===== config.mk =====
export PLATFORM = sky130hd
export DESIGN_NAME = lcu_rule
export DESIGN_NICKNAME = d
export VERILOG_FILES = /design/src/assert_macros.svh /design/src/lcu_pkg.sv /design/src/lcu_rule.sv
export SDC_FILE = /design/constraint.sdc
export NUM_CORES = 1
export LEC_CHECK = 0
export BUFFER_PORTS_ARGS = -buffer_cell sky130_fd_sc_hd__buf_2
export CORE_AREA = 3 3 40 42
export DETAILED_ROUTE_END_ITERATION = 8
export DIE_AREA = 0 0 43 45
export GPL_ROUTABILITY_DRIVEN = 0
export PLACE_DENSITY = 0.35
export SLEW_MARGIN = 20
export SYNTH_ARGS = -nofsm -noshare
export SYNTH_HDL_FRONTEND = slang
export SYNTH_SLANG_ARGS = --single-unit

===== constraint.sdc =====
create_clock -name vclk -period 10.96
set_input_delay 2.192 -clock vclk [all_inputs]
set_output_delay 2.192 -clock vclk [all_outputs]
set_load 0.01 [all_outputs]

===== src/assert_macros.svh =====
// ----------------------------------------------------------------------------
// Assertion macros
// Concurrent assertion wrappers shared by the RTL; define NO_ASSERTIONS to
// compile them away.
// ----------------------------------------------------------------------------
`ifndef ASSERT_MACROS_SVH
`define ASSERT_MACROS_SVH

`ifndef NO_ASSERTIONS

// property must hold at every clock edge outside reset
`define ASSERT_ALWAYS(label, clk, rst, prop) \
   label: assert property (@(posedge clk) disable iff (rst) (prop)) \
      else $error("assertion failed: required property does not hold");

// expression must never be true at a clock edge outside reset
`define ASSERT_NEVER(label, clk, rst, expr) \
   label: assert property (@(posedge clk) disable iff (rst) !(expr)) \
      else $error("assertion failed: forbidden condition seen");

`else

`define ASSERT_ALWAYS(label, clk, rst, prop)
`define ASSERT_NEVER(label, clk, rst, expr)

`endif

`endif


===== src/lcu_pkg.sv =====
// ----------------------------------------------------------------------------
// lcu_pkg
// Shared constants and types for the life cell update engine.
// ----------------------------------------------------------------------------
`default_nettype none

package lcu_pkg;

   localparam int CMD_W     = 2;
   localparam int ROW_W     = 6;
   localparam int COL_W     = 6;
   localparam int CFG_W     = 7;
   localparam int CNT_W     = 4;
   localparam int CSR_IDX_W = 1;

   localparam int REQ_DATA_W = 16;
   localparam int RSP_DATA_W = 8;

   localparam int DEF_MAX_ROWS = 64;
   localparam int DEF_MAX_COLS = 64;

   localparam logic [CMD_W-1:0] CMD_WRITE   = 2'd0;
   localparam logic [CMD_W-1:0] CMD_COMPUTE = 2'd1;
   localparam logic [CMD_W-1:0] CMD_SWAP    = 2'd2;
   localparam logic [CMD_W-1:0] CMD_READ    = 2'd3;

   localparam logic [CSR_IDX_W-1:0] IDX_GRID_ROWS = 1'b0;
   localparam logic [CSR_IDX_W-1:0] IDX_GRID_COLS = 1'b1;

   localparam logic [CFG_W-1:0] GRID_SIZE_RESET = 7'd64;

   localparam logic [CNT_W-1:0] CNT_MAX     = 4'd8;
   localparam logic [CNT_W-1:0] CNT_BIRTH   = 4'd3;
   localparam logic [CNT_W-1:0] CNT_SURVIVE = 4'd2;

   // neighbourhood of one cell: three above, left and right, three below
   typedef struct packed {
      logic [2:0] up;
      logic [1:0] mid;
      logic [2:0] dn;
      logic       centre;
   } window_type;

   typedef struct packed {
      logic             alive;
      logic [CNT_W-1:0] count;
   } rule_out_type;

endpackage

`default_nettype wire


===== src/lcu_rule.sv =====
// ----------------------------------------------------------------------------
// lcu_rule
// Neighbour count and B3/S23 rule for one cell.
// ----------------------------------------------------------------------------
`default_nettype none

module lcu_rule
   import lcu_pkg::*;
(
   input  wire window_type   win,
   output rule_out_type      res
);

   logic [CNT_W-1:0] count;

   assign count = CNT_W'(win.up[0]) + CNT_W'(win.up[1]) + CNT_W'(win.up[2])
                + CNT_W'(win.mid[0]) + CNT_W'(win.mid[1])
                + CNT_W'(win.dn[0]) + CNT_W'(win.dn[1]) + CNT_W'(win.dn[2]);

   assign res.count = count;
   assign res.alive = win.centre ? (count == CNT_SURVIVE || count == CNT_BIRTH)
                                 : (count == CNT_BIRTH);

endmodule

`default_nettype wire


==> out/metrics.cfg <==
[yosys]
syn_area_per_cell_um2=9.45
synth_cell_types=8
netlist_top_cells_area=sky130_fd_sc_hd__fa_1, sky130_fd_sc_hd__ha_1, sky130_fd_sc_hd__inv_1
yosysSeqAreaShare_pct=0
synthesis.yosys.warnings=0
synth_top_cell_by_area=sky130_fd_sc_hd__fa_1
postSynthNetCount=36
post_synth_instance_area_um2=189
post_synth_inst_count=20
synth_top_area_share_pct=42.4

[route]
drtIter0Drc=3
first_pass_iters=4
route.final.wire_length_um=418
routed_wire_length_per_instance_um=8.53
route.antenna.remaining_nets=0
vias=168
drt_drc_violations_left=0
post_drt_via_cell_ratio=3.43

[place]
dp_hpwl_um=399
port-buffer-count=14
dpl.cell_count=49
place_area_um2=278

[die]
start_util_pct=14.7
design.core.area_um2=1280
fp.dieH_um=45
fp.dieW_um=43
die-area_um2=1940
ios=14
rows=13

[global_route]
track_usage_pct=4.17
grt_first_pass_wirelength_um=676
grt.overflow.total=0
grt_start_max_net_pins=4
grt_antenna_before_repair=0
vias_in_the_first_global_route=162

[timing]
hold_violations=0
max_freq_mhz=138
finalCriticalPeriod_ps=7240
slew_viol_final=0
layout_worst_path_cycle_share_pct=66.0
total_negative_setup_slacks_ps=0
grt_setup_unrepaired=no
timing.max_slew.rel_slack_pct=86.3
setup_viol_count_final=0
worstMarginPinSlew_ps=204

[cells_and_area]
layout.nets=52
register_area_um2=0
final_cell_mix=sky130_fd_sc_hd__buf_2, sky130_fd_sc_hd__inv_1, sky130_fd_sc_hd__fa_1, sky130_fd_sc_hd__ha_1
layout.cells.most_common=sky130_fd_sc_hd__buf_2
insertedDiodeCount=0
layout_clock_buffers=0
area_growth_pct=47.0
num_sequential=0
post-route-cell-area_um2=278
post-route-util_pct=21.6
layout_cells_excl_fill=49
layout-drive-gt1-share_pct=47.1

[critical_path]
critical_path.slowest_cell=sky130_fd_sc_hd__fa_1
crit_required_ps=8770
maximum_fanout_encountered_on_the_critical_timing_path=2
crit_path_start_kind=input port
critical_path_arrival_ps=5050
path_cells=buf_2 > fa_1 > inv_1 > fa_1 > fa_1 > inv_1 > ha_1 > fa_1 > o21ai_0 > a211oi_2 > buf_2
critical-path-max-stage-delay_ps=520
most_common_cell_on_crit_path=sky130_fd_sc_hd__fa_1
criticalPathCategory=input port to output pin
end_kind=output pin

[min_path]
hold_path.class=input port to output pin
hold_path_end=res[0]
worst_hold_path.num_cells=3
hold_start=win[3]

[power]
p_per_area_nw_per_um2=116
leakage_nw=0.174
irDropWorstVdd_uv=38.0

[clock_tree]
post_cts_resized=0
cts_setup_buffers=0
cts_hold_repair.buffers=0

[job]
max_cap_viol_count=0

[outcome]
outcome=finished clean

==> area by class of cell <==
cell class	instances	area, um^2
Fill cell	141	1010
Timing Repair Buffer	14	70.1
Inverter	8	30.0
Tap cell	15	18.8
Multi-Input combinational cell	12	159
==> Yosys cell counts, drive strengths merged <==
library cell,count
fa,4
xor2,1
a21o,1
o21ai,1
and2,1
a211oi,1
ha,3
inv,8
==> metrics by stage <==
step	total power, mW	hold WS, ps	worst slack, ps
after floorplan	0.0216	4550	3940
after global placement	0.0319	4720	3770
after detailed placement	0.0328	4720	3720
after CTS	0.0332	4720	3700
after global routing	0.0360	4770	3640
final	0.0322	4720	3720
==> per-layer routing <==
metal / routed length (um) / share of wire (%) / vias up / global-route usage [%]
li1: - / - / 88 / -
met1: 188 / 45 / 71 / 6.55
met2: 190 / 45 / 9 / 6.59
met3: 39 / 9.3 / 0 / 0.398
met4: 0 / 0 / 0 / 0
met5: 0 / 0 / - / 0
==> logic make-up (layout without fill, tap and decap cells) <==
logic type | after synthesis | count (layout) | share of synthesized area [%]
AOI/OAI and AO/OA | 3 | 3 | 13.2
xor gates and xnor gates | 1 | 1 | 4.64
adders and majority gates | 7 | 7 | 62.3
buffers and inverters | 8 | 22 | 15.9
and+or+nand+nor | 1 | 1 | 3.97
==> power breakdown <==
group	leakage [nW]	switching [mW]	internal, mW
sequential	0	0	0
clock	0	0	0
combinational	0.174	0.0174	0.0148
total	0.174	0.0174	0.0148
==> critical path: cells and delay by family <==
family	cells	cell delay (ps)
compound gates	2	300
buf+inv	4	360
fa+ha+maj	5	2190
==> worst max path at each step <==
| stage | from | end | slack [ps] | cells after the start |
|---|---|---|---|---|
| final | win[1] | res[4] | 3720 | 11 |
| after global routing | win[1] | res[4] | 3640 | 11 |
| after CTS | win[1] | res[4] | 3700 | 11 |
| after detailed placement | win[1] | res[4] | 3720 | 11 |
| after global placement | win[1] | res[4] | 3770 | 11 |
| after floorplan | win[1] | res[4] | 3940 | 9 |
No activity file was read; power rests on OpenSTA's default activity.
